--- src/hw/rtl/smbe_pkg.sv ---
// Shared types and constants of the SPI master byte exchanger.
`timescale 1ns / 1ps

package smbe_pkg;

  localparam int unsigned BITS_PER_WORD = 8;
  localparam int unsigned CFG_DATA_W    = 16;

  // Configuration register indexes
  localparam logic REG_SPI_MODE          = 1'b0;
  localparam logic REG_QUARTER_BIT_TICKS = 1'b1;

  localparam logic [15:0] QUARTER_BIT_TICKS_RESET = 16'd10;

  typedef struct packed {
    logic                     func;
    logic [BITS_PER_WORD-1:0] tx_byte;
    logic                     last_byte;
    logic                     miso_level;
  } in_item_t;

  typedef struct packed {
    logic                     sclk_level;
    logic                     mosi_level;
    logic                     select_n;
    logic                     byte_taken;
    logic                     rx_valid;
    logic [BITS_PER_WORD-1:0] rx_byte;
    logic                     busy_res;
  } result_t;

  typedef struct packed {
    logic                  we;
    logic                  idx;
    logic [CFG_DATA_W-1:0] data;
  } cfg_wr_t;

endpackage

--- src/hw/rtl/spi_master_byte_exchanger.sv ---
// Top level of the SPI master byte exchanger.
`timescale 1ns / 1ps

// SPI master stepped by one input item per tick. Each item carries the MISO
// level and may offer a byte (func high); each item yields exactly one result
// with the SCLK/MOSI/select pin levels after that tick, byte_taken, rx_valid
// with the received byte, and busy_res.
// Input channel: a transfer happens when push is high and full is low.
// Result channel: the oldest result sits on the result ports while empty is
// low; a transfer happens when pop is high and empty is low.
// Path: input queue (IN_DEPTH) -> sequencer -> result queue (OUT_DEPTH).
// The sequencer advances one tick per cycle whenever the input queue holds an
// item and the result queue has room; one item per cycle is sustained while the
// result side pops every cycle. Each item is registered in the input queue, and
// its result is registered in the result queue before it reaches the ports.
// When the result side stalls, the result queue fills, the sequencer holds,
// then the input queue fills and full rises; nothing is dropped.
// Configuration (cfg_we_i, cfg_idx_i, cfg_data_i) must only be used while
// both queues are empty.
// Reset: queues empty, mode 0, quarter_bit_ticks 10, SCLK low, MOSI and select
// high, no frame open.
module spi_master_byte_exchanger #(
  parameter int unsigned IN_DEPTH  = 2,
  parameter int unsigned OUT_DEPTH = 2
) (
  input  logic        clk_i,
  input  logic        rst_ni,
  // configuration write
  input  logic        cfg_we_i,
  input  logic        cfg_idx_i,
  input  logic [15:0] cfg_data_i,
  // input items
  input  logic        push,
  output logic        full,
  input  logic        func_i,
  input  logic [7:0]  tx_byte_i,
  input  logic        last_byte_i,
  input  logic        miso_level_i,
  // results
  input  logic        pop,
  output logic        empty,
  output logic        sclk_level_o,
  output logic        mosi_level_o,
  output logic        select_n_o,
  output logic        byte_taken_o,
  output logic        rx_valid_o,
  output logic [7:0]  rx_byte_o,
  output logic        busy_res_o
);

  localparam int unsigned IN_W  = $bits(smbe_pkg::in_item_t);
  localparam int unsigned OUT_W = $bits(smbe_pkg::result_t);

  smbe_pkg::in_item_t in_item, q_item;
  smbe_pkg::result_t  eng_res, out_res;
  smbe_pkg::cfg_wr_t  cfg;
  logic               in_empty;
  logic               out_full;
  logic               step;

  assign in_item.func       = func_i;
  assign in_item.tx_byte    = tx_byte_i;
  assign in_item.last_byte  = last_byte_i;
  assign in_item.miso_level = miso_level_i;

  assign cfg.we   = cfg_we_i;
  assign cfg.idx  = cfg_idx_i;
  assign cfg.data = cfg_data_i;

  // one tick per cycle while an item waits and a result slot is free
  assign step = !in_empty && !out_full;

  smbe_fifo #(
    .WIDTH (IN_W),
    .DEPTH (IN_DEPTH)
  ) u_in_fifo (
    .clk_i   (clk_i),
    .rst_ni  (rst_ni),
    .push_i  (push),
    .data_i  (in_item),
    .full_o  (full),
    .pop_i   (step),
    .data_o  (q_item),
    .empty_o (in_empty)
  );

  smbe_engine u_engine (
    .clk_i  (clk_i),
    .rst_ni (rst_ni),
    .cfg_i  (cfg),
    .step_i (step),
    .item_i (q_item),
    .res_o  (eng_res)
  );

  smbe_fifo #(
    .WIDTH (OUT_W),
    .DEPTH (OUT_DEPTH)
  ) u_out_fifo (
    .clk_i   (clk_i),
    .rst_ni  (rst_ni),
    .push_i  (step),
    .data_i  (eng_res),
    .full_o  (out_full),
    .pop_i   (pop),
    .data_o  (out_res),
    .empty_o (empty)
  );

  assign sclk_level_o = out_res.sclk_level;
  assign mosi_level_o = out_res.mosi_level;
  assign select_n_o   = out_res.select_n;
  assign byte_taken_o = out_res.byte_taken;
  assign rx_valid_o   = out_res.rx_valid;
  assign rx_byte_o    = out_res.rx_byte;
  assign busy_res_o   = out_res.busy_res;

endmodule

--- src/hw/rtl/smbe_fifo.sv ---
// Small synchronous queue; DEPTH is a power of two, at least 2.
`timescale 1ns / 1ps

module smbe_fifo #(
  parameter int unsigned WIDTH = 8,
  parameter int unsigned DEPTH = 2
) (
  input  logic             clk_i,
  input  logic             rst_ni,
  input  logic             push_i,
  input  logic [WIDTH-1:0] data_i,
  output logic             full_o,
  input  logic             pop_i,
  output logic [WIDTH-1:0] data_o,
  output logic             empty_o
);

  localparam int unsigned PW = $clog2(DEPTH);
  localparam int unsigned CW = $clog2(DEPTH + 1);
  localparam logic [CW-1:0] DEPTH_CNT = CW'(DEPTH);

  logic [WIDTH-1:0] mem_q [DEPTH];
  logic [PW-1:0]    wptr_q, wptr_d;
  logic [PW-1:0]    rptr_q, rptr_d;
  logic [CW-1:0]    cnt_q, cnt_d;
  logic             do_push, do_pop;

  assign full_o  = (cnt_q == DEPTH_CNT);
  assign empty_o = (cnt_q == '0);
  assign do_push = push_i && !full_o;
  assign do_pop  = pop_i && !empty_o;
  assign data_o  = mem_q[rptr_q];

  always_comb begin
    wptr_d = do_push ? wptr_q + 1'b1 : wptr_q;
    rptr_d = do_pop ? rptr_q + 1'b1 : rptr_q;
    case ({do_push, do_pop})
      2'b10:   cnt_d = cnt_q + 1'b1;
      2'b01:   cnt_d = cnt_q - 1'b1;
      default: cnt_d = cnt_q;
    endcase
  end

  always_ff @(posedge clk_i or negedge rst_ni) begin
    if (!rst_ni) begin
      wptr_q <= '0;
      rptr_q <= '0;
      cnt_q  <= '0;
    end else begin
      wptr_q <= wptr_d;
      rptr_q <= rptr_d;
      cnt_q  <= cnt_d;
    end
  end

  always_ff @(posedge clk_i) begin
    if (do_push) begin
      mem_q[wptr_q] <= data_i;
    end
  end

endmodule

--- src/hw/rtl/smbe_engine.sv ---
// SPI sequencer: phase machine, delay counter, shift registers and pin levels.
`timescale 1ns / 1ps

module smbe_engine (
  input  logic             clk_i,
  input  logic             rst_ni,
  input  smbe_pkg::cfg_wr_t  cfg_i,
  input  logic             step_i,
  input  smbe_pkg::in_item_t item_i,
  output smbe_pkg::result_t  res_o
);

  localparam logic [3:0] PH_IDLE     = 4'd0;
  localparam logic [3:0] PH_START_A  = 4'd1;
  localparam logic [3:0] PH_START_B  = 4'd2;
  localparam logic [3:0] PH_EDGE_IN  = 4'd3;
  localparam logic [3:0] PH_SET_MOSI = 4'd4;
  localparam logic [3:0] PH_EDGE_EFF = 4'd5;
  localparam logic [3:0] PH_SAMPLE   = 4'd6;
  localparam logic [3:0] PH_STOP_A   = 4'd7;
  localparam logic [3:0] PH_STOP_B   = 4'd8;
  localparam logic [3:0] PH_STOP_C   = 4'd9;
  localparam logic [3:0] PH_STOP_D   = 4'd10;

  localparam int unsigned BW = smbe_pkg::BITS_PER_WORD;
  localparam int unsigned IW = $clog2(BW);
  localparam logic [IW-1:0] LAST_BIT = IW'(BW - 1);

  logic [1:0]    mode_q, mode_d;
  logic [15:0]   qbt_q, qbt_d;
  logic [3:0]    phase_q, phase_d, ph_cur;
  logic [15:0]   tick_q, tick_d;
  logic [IW-1:0] bit_q, bit_d;
  logic [BW-1:0] tx_q, tx_d;
  logic [BW-1:0] rx_q, rx_d;
  logic          ending_q, ending_d;
  logic          in_frame_q, in_frame_d;
  logic          sclk_q, sclk_d;
  logic          mosi_q, mosi_d;
  logic          sel_q, sel_d;
  logic          rxv;
  logic          taken;
  logic          eff_level;

  // unused codes fall back to idle
  assign ph_cur    = (phase_q > PH_STOP_D) ? PH_IDLE : phase_q;
  // effective edge drives high in modes 0 and 3
  assign eff_level = ~(mode_q[1] ^ mode_q[0]);

  always_comb begin
    mode_d     = mode_q;
    qbt_d      = qbt_q;
    phase_d    = phase_q;
    tick_d     = tick_q;
    bit_d      = bit_q;
    tx_d       = tx_q;
    rx_d       = rx_q;
    ending_d   = ending_q;
    in_frame_d = in_frame_q;
    sclk_d     = sclk_q;
    mosi_d     = mosi_q;
    sel_d      = sel_q;
    rxv        = 1'b0;
    taken      = 1'b0;

    if (step_i) begin
      phase_d = ph_cur;
      if (ph_cur == PH_IDLE) begin
        if (item_i.func) begin
          taken    = 1'b1;
          tx_d     = item_i.tx_byte;
          rx_d     = '0;
          bit_d    = '0;
          ending_d = item_i.last_byte;
          phase_d  = in_frame_q ? PH_EDGE_IN : PH_START_A;
          tick_d   = '0;
        end
      end else if (tick_q < qbt_q) begin
        tick_d = tick_q + 16'd1;
      end else begin
        tick_d = '0;
        unique case (ph_cur)
          PH_START_A: begin
            sel_d      = 1'b0;
            in_frame_d = 1'b1;
            phase_d    = PH_START_B;
          end
          PH_START_B: begin
            phase_d = PH_EDGE_IN;
          end
          PH_EDGE_IN: begin
            sclk_d  = ~eff_level;
            phase_d = PH_SET_MOSI;
          end
          PH_SET_MOSI: begin
            mosi_d  = tx_q[BW-1];
            tx_d    = {tx_q[BW-2:0], 1'b0};
            phase_d = PH_EDGE_EFF;
          end
          PH_EDGE_EFF: begin
            sclk_d  = eff_level;
            phase_d = PH_SAMPLE;
          end
          PH_SAMPLE: begin
            rx_d = {rx_q[BW-2:0], item_i.miso_level};
            if (bit_q == LAST_BIT) begin
              bit_d   = '0;
              rxv     = 1'b1;
              phase_d = ending_q ? PH_STOP_A : PH_IDLE;
            end else begin
              bit_d   = bit_q + 1'b1;
              phase_d = PH_EDGE_IN;
            end
          end
          PH_STOP_A: begin
            sclk_d  = mode_q[1];
            phase_d = PH_STOP_B;
          end
          PH_STOP_B: begin
            mosi_d  = 1'b1;
            phase_d = PH_STOP_C;
          end
          PH_STOP_C: begin
            sel_d   = 1'b1;
            phase_d = PH_STOP_D;
          end
          default: begin
            in_frame_d = 1'b0;
            ending_d   = 1'b0;
            phase_d    = PH_IDLE;
          end
        endcase
      end
    end else if (cfg_i.we) begin
      unique case (cfg_i.idx)
        smbe_pkg::REG_SPI_MODE: begin
          mode_d = cfg_i.data[1:0];
          // outside a frame SCLK follows the new idle level at once
          if (ph_cur == PH_IDLE && !in_frame_q) begin
            sclk_d = cfg_i.data[1];
          end
        end
        smbe_pkg::REG_QUARTER_BIT_TICKS: begin
          qbt_d = cfg_i.data[15:0];
        end
        default: begin
          qbt_d = qbt_q;
        end
      endcase
    end
  end

  always_comb begin
    res_o.sclk_level = sclk_d;
    res_o.mosi_level = mosi_d;
    res_o.select_n   = sel_d;
    res_o.byte_taken = taken;
    res_o.rx_valid   = rxv;
    res_o.rx_byte    = rxv ? rx_d : '0;
    res_o.busy_res   = (phase_d != PH_IDLE);
  end

  always_ff @(posedge clk_i or negedge rst_ni) begin
    if (!rst_ni) begin
      mode_q     <= 2'd0;
      qbt_q      <= smbe_pkg::QUARTER_BIT_TICKS_RESET;
      phase_q    <= PH_IDLE;
      tick_q     <= '0;
      bit_q      <= '0;
      tx_q       <= '0;
      rx_q       <= '0;
      ending_q   <= 1'b0;
      in_frame_q <= 1'b0;
      sclk_q     <= 1'b0;
      mosi_q     <= 1'b1;
      sel_q      <= 1'b1;
    end else begin
      mode_q     <= mode_d;
      qbt_q      <= qbt_d;
      phase_q    <= phase_d;
      tick_q     <= tick_d;
      bit_q      <= bit_d;
      tx_q       <= tx_d;
      rx_q       <= rx_d;
      ending_q   <= ending_d;
      in_frame_q <= in_frame_d;
      sclk_q     <= sclk_d;
      mosi_q     <= mosi_d;
      sel_q      <= sel_d;
    end
  end

endmodule

--- config.mk ---
export PLATFORM = sky130hd
export DESIGN_NAME = spi_master_byte_exchanger
export DESIGN_NICKNAME = d
export VERILOG_FILES = /design/src/hw/rtl/smbe_pkg.sv /design/src/hw/rtl/spi_master_byte_exchanger.sv /design/src/hw/rtl/smbe_fifo.sv /design/src/hw/rtl/smbe_engine.sv
export SDC_FILE = /design/constraint.sdc
export NUM_CORES = 1
export LEC_CHECK = 0
export ABC_AREA = 1
export BUFFER_PORTS_ARGS = -buffer_cell sky130_fd_sc_hd__buf_4
export CAP_MARGIN = 5
export CORE_ASPECT_RATIO = 0.6
export CORE_UTILIZATION = 60
export CTS_CLUSTER_DIAMETER = 200
export CTS_CLUSTER_SIZE = 30
export DETAILED_ROUTE_END_ITERATION = 8
export PLACE_DENSITY = 0.8
export RECOVER_POWER = 50
export SYNTH_ARGS = -nofsm -noshare
export SYNTH_HDL_FRONTEND = slang
export SYNTH_SLANG_ARGS = --single-unit
--- constraint.sdc ---
create_clock -name clk_i -period 3 [get_ports clk_i]
set_input_delay 0.6 -clock clk_i [delete_from_list [all_inputs] [get_ports clk_i]]
set_output_delay 0.6 -clock clk_i [all_outputs]
set_load 0.01 [all_outputs]
After elaboration in Yosys (flattened, before gate mapping)
Memories as Yosys holds them, arrays and structs flattened. Index checks and enable logic that the tools add are counted.

Output and inout port bits: 16. RAM bits: 50. Input port bits: 33. Memories: 2. Register bits: 70.

Equal/unequal tests: 19. Multiplexer cells: 61. Reduce and logical (&&, ||, !) cells: 28. Bitwise logic cells: 7. $lt $le $gt $ge: 2. $add $sub $neg: 10.

Memory list: u_out_fifo.mem_q (words 2, width 14, rd ports 1, clocked after memory_dff 0, wr ports 1, line smbe_fifo.sv:22) `logic [WIDTH-1:0] mem_q [DEPTH];`; u_in_fifo.mem_q (words 2, width 11, rd ports 1, clocked after memory_dff 0, wr ports 1, line smbe_fifo.sv:22).

Operators with widths (number): 8-bit 2-to-1 mux (10); 16-bit 2-to-1 mux (3); 4-bit one-hot mux with 9 select lines (1); 1-bit 2-to-1 mux (28); 4-bit 2-to-1 mux (6); 3-bit 2-to-1 mux (6); 16-bit by 1-bit adder with 16-bit output, second input constant (1); 4-bit by 3-bit equality test with 1-bit output, second input constant (4); 16-bit less-than comparator (1); 4-bit AND reduction (4); 9-bit OR reduction (1); 2-bit equality test, second input constant (4); 4-bit by 2-bit equality test with 1-bit output, second input constant (2); 4-bit equality test, second input constant (2); 2-bit one-hot mux with 2 select lines (2); 2-bit nonzero test (4); 8-bit OR reduction (1); 1-bit logical AND (6); 1-bit NOT (6); 1-bit one-hot mux with 2 select lines (3); 3-bit AND reduction (2); 1-bit zero test (5); 1-bit adder, second input constant (4); 2-bit by 1-bit adder with 2-bit output, second input constant (2); 15 further kinds (19).

Longest topological paths before layout
Depth in word-level cells: 8. Depth in mapped cells: 16. Depth with buffers taken out: 16.

Modules after synthesis
Synthesis repeated with hierarchy kept, for this count alone.

Cell total of the unflattened synthesis: 698. Area total of the unflattened synthesis: 6083.3 um2.

By module, submodules not included: smbe_engine (times used 1, sequential area each 1556.5 um2, cells each 501, area each 3771.1 um2); smbe_fifo (u_out_fifo) (times used 1, sequential area each 940.9 um2, cells each 106, area each 1275.0 um2); smbe_fifo (u_in_fifo) (times used 1, sequential area each 760.7 um2, cells each 90, area each 1033.5 um2); spi_master_byte_exchanger (times used 1, sequential area each 0.0 um2, cells each 1, area each 3.8 um2).

Worst setup path after synthesis
OpenSTA, ideal clock, no wires.

Path type: reg-to-reg. Start point: register u_engine.qbt_q[3]. End point: memory u_out_fifo.mem_q[0][4] (netlist name) (data pin). Period minus slack after synthesis: 2145 ps. Arrival time: 1999 ps. Library setup time: 147 ps. Cell stages (with the launch flop): 15. Setup slack: 855 ps. Path through: dfstp_2 inv_1 ha_1 nand2_1 inv_1 nand2_1 nand2_1 nand2_1 nand2_1 nand2_1 nand2_1 nand2_1 nor2_1 nand2_1 a21oi_2.

RTL lines: start: declaration (line smbe_engine.sv:30) `logic [15:0] qbt_q, qbt_d;`; start signal: assignment (line smbe_engine.sv:166) `qbt_q <= smbe_pkg::QUARTER_BIT_TICKS_RESET;`; start signal: assignment (line smbe_engine.sv:179) `qbt_q <= qbt_d;`; end: declaration (line smbe_fifo.sv:22).

==> run summary <==
Total GRT Usage = 28.6%
critical path fanouts, max = 14
DIE AREA = 10000 um2
register bit total from synthesis = 120
Resized cells post-CTS = 0
Int Power = 4340 uW
Warnings, synthesis = 0
clk root buf = clkbuf_16
Mapped Nets = 676
Post-CTS Setup Bufs = 0
setup TNS = 0 ns
initial antenna violation count = 0
Skew-Pair Late Insertion Delay = 0.42 ns
Syn Area/Cell = 9.24 um2
Placer Congestion = 0.904
Crit. End Element = flop
Comb pwr share = 30.4%
Crit path required time = 3.24 ns
Pleak = 0.00325 uW
core footprint = 9260 um2
Post-Place Cell Area = 6240 um2
worst reg-to-reg path cell count = 8
power per standard cell area = 974 nW/um2
Tmin final = 2.65 ns
Slew Viols, Final = 71
status = finished, violations left
maximum VDD drop = 612 uV
CTS Hold Bufs = 0
port buffer count = 48
# nets final = 735
global-route wire length before repair = 21300 um
clock slew at reported path FFs = 0.06 ns
Worst Hold Depth = 1
Synth Instances = 623
Vias/cell = 5.44
most used routing layer = met2
failing checks = capacitance limit, slew limit
vias in the first global route = 4407
DRC = 0
Vias = 4487
top-level port count = 49
GRT met2 Usage = 41.3%
Detailed Route Iter0 Violations = 381
Area growth, synth to finish = 18.6%
Final Cell Area = 6830 um2
Sw Ratio = 34.8%
largest net degree at the start of global routing = 71
met1 GRT Util = 40.2%
sequential group share of total power = 38.1%
# rows = 27
Initial Utilization = 62.2%
Die Height = 77.9 um
overall die width = 128 um
GR Util met3 = 9.52%
Crit Path Category = reg -> reg
total CTS buffers = 17
global route overflow = 0
setup violators final = 0
Distinct cells, synth = 40
MaxCap Viol Count = 1
clock tree sinks = 120
Antenna Nets Post-Route = 0
RSZ-0062 raised after global routing = false
Seq/Total Area, Yosys = 56.6%
Longest Clk Path Bufs = 2
Synth Cell Area = 5760 um2
layout cells sized above 1 = 16.7%
crit share post-route = 88.4%
CP Launch Type = flop
endpoints failing hold = 0
Worst Tran Pin Value = 1.75 ns
switching pwr = 2310 uW
H-tree lvl count = 4
Setup Skew = 0.0117 ns
HP Class = in -> reg
WL per Instance = 15.4 um
CTS tree = done
Antenna Cells = 0
critical path arrival = 2.89 ns
Post-DP HPWL = 8710 um
Slew HR = -16.9%
DRT Pass-1 Iters = 5
Clk network pwr share = 31.5%
drt total wl = 12700 um
FMAX = 0.377 GHz
final timing paths:
kind	startpoint	to	slack [ns]
min	tx_byte_i[0]	u_in_fifo.mem_q[1][2]	0.38
max in group asynchronous	rst_ni	u_engine.bit_q[1]	1.31
min in group asynchronous	rst_ni	u_engine.qbt_q[4]	0.63
max reg2reg	u_in_fifo.cnt_q[0]	u_out_fifo.mem_q[0][3]	0.35
min reg2reg	u_engine.qbt_q[1]	u_engine.qbt_q[1]	0.49
max	u_in_fifo.cnt_q[0]	u_out_fifo.mem_q[0][3]	0.35
synth_stat cells:
| cell | instances | area, um2 |
|---|---|---|
| dfrtp_1 | 66 | 1650 |
| o31ai_1 | 1 | 7.51 |
| o21ai_0 | 22 | 110 |
| a21oi_1 | 32 | 160 |
| o21ai_1 | 12 | 60.1 |
| a21o_1 | 1 | 7.51 |
| a31o_2 | 8 | 70.1 |
| nand2_1 | 184 | 691 |
| buf_8 | 1 | 15.0 |
| ha_1 | 20 | 250 |
| xor2_1 | 8 | 70.1 |
| a211oi_1 | 1 | 7.51 |
| a21oi_2 | 5 | 43.8 |
| nand4_1 | 6 | 37.5 |
| buf_6 | 2 | 22.5 |
| buf_4 | 1 | 7.51 |
| edfxtp_1 | 50 | 1500 |
| buf_2 | 1 | 5.00 |
| o21ai_2 | 1 | 8.76 |
| nor4_1 | 1 | 6.26 |
| o21ai_4 | 1 | 16.3 |
| dfstp_2 | 4 | 105 |
| o2111ai_1 | 1 | 8.76 |
| nor3_1 | 6 | 30.0 |
| nand2_2 | 4 | 25.0 |
| nand2_4 | 6 | 67.6 |
| buf_1 | 1 | 3.75 |
| nand3b_1 | 1 | 7.51 |
| or2_1 | 1 | 6.26 |
| nor2_1 | 64 | 240 |
| inv_1 | 59 | 221 |
| o22ai_1 | 4 | 25.0 |
| nand3_4 | 1 | 17.5 |
| nand3_1 | 24 | 120 |
| inv_2 | 5 | 18.8 |
| nor3b_1 | 4 | 30.0 |
| inv_4 | 1 | 6.26 |
| xnor2_1 | 4 | 35.0 |
| clkbuf_1 | 8 | 30.0 |
| o21a_1 | 1 | 7.51 |
layer usage:
| metal | share of wire (%) | routed length (um) | vias up |
|---|---|---|---|
| met2 | 44 | 5610 | 153 |
| met1 | 47 | 6000 | 2141 |
| li1 | - | - | 2177 |
| met5 | 0 | 0 | - |
| met3 | 7.5 | 954 | 16 |
| met4 | 1.3 | 169 | 0 |
registers in the layout, summed over array words and instances (netlist names), 2 cells and up:
| name | flops |
|---|---|
| u_engine.bit_q | 3 |
| u_engine.mode_q | 2 |
| u_engine.phase_q | 4 |
| u_engine.qbt_q | 16 |
| u_engine.rx_q | 8 |
| u_engine.tick_q | 16 |
| u_engine.tx_q | 8 |
| u_in_fifo.cnt_q | 2 |
| u_in_fifo.mem_q | 22 |
| u_out_fifo.cnt_q | 2 |
| u_out_fifo.mem_q | 28 |
area by class of cell:
class / count / area [um2]
Clock buffer: 18 / 439
Clock inverter: 14 / 173
Fill cell: 700 / 2430
Inverter: 65 / 246
Multi-Input combinational cell: 424 / 2170
Sequential cell: 120 / 3260
Tap cell: 130 / 163
Timing Repair Buffer: 54 / 378
worst max-delay path, stage by stage, from the launching register on:
cell and delay [ns]:
dfrtp_1 0.44, o22ai_1 0.20, clkbuf_1 0.68, inv_2 0.30, o21ai_4 0.14, inv_2 0.13
nand3_4 0.25, nand2_1 0.12, a21oi_1 0.21
cells by family after synthesis:
| kind of cell | share of synthesized area, % |
|---|---|
| and+or+nand+nor | 22.2 |
| DFF | 56.6 |
| AOI/OAI and AO/OA | 9.26 |
| buffers and inverters | 5.74 |
| adders and majority gates | 4.35 |
| xor gates and xnor gates | 1.83 |
power by group through the flow:
stage	combinational, uW	clock, uW	sequential, uW
5_1_grt	2270	2200	2580
3_3_place_gp	1930	0	2510
2_1_floorplan	1350	0	2460
3_5_place_dp	2020	0	2550
6_report	2020	2090	2530
4_1_cts	2050	2120	2530
through the flow:
stage / total power, uW / util (%) / cells / hold WS [ns] / setup WS [ns]
6_report: 6650 / 73.7 / 825 / 0.383 / 0.348
5_1_grt: 7050 / 73.7 / 825 / 0.367 / 0.147
4_1_cts: 6700 / 74.0 / 825 / 0.337 / 0.294
3_5_place_dp: 4560 / 67.4 / 793 / 0.486 / 0.349
3_3_place_gp: 4440 / 67.4 / 793 / 0.453 / 0.458
2_1_floorplan: 3810 / - / 623 / 0.304 / 0.855
layout by cell type, fill, tap and decap left out, types with 7 or more instances in the layout:
master	count
nand2_1	184
dfrtp_1	66
xor2_1	8
clkbuf_4	7
nor2_1	63
inv_1	59
a31o_2	8
a21oi_1	32
edfxtp_1	50
o21ai_1	12
o21ai_0	22
buf_4	39
ha_1	20
nand3_1	24
clkbuf_16	17
Power figures use the tool's default switching activity.
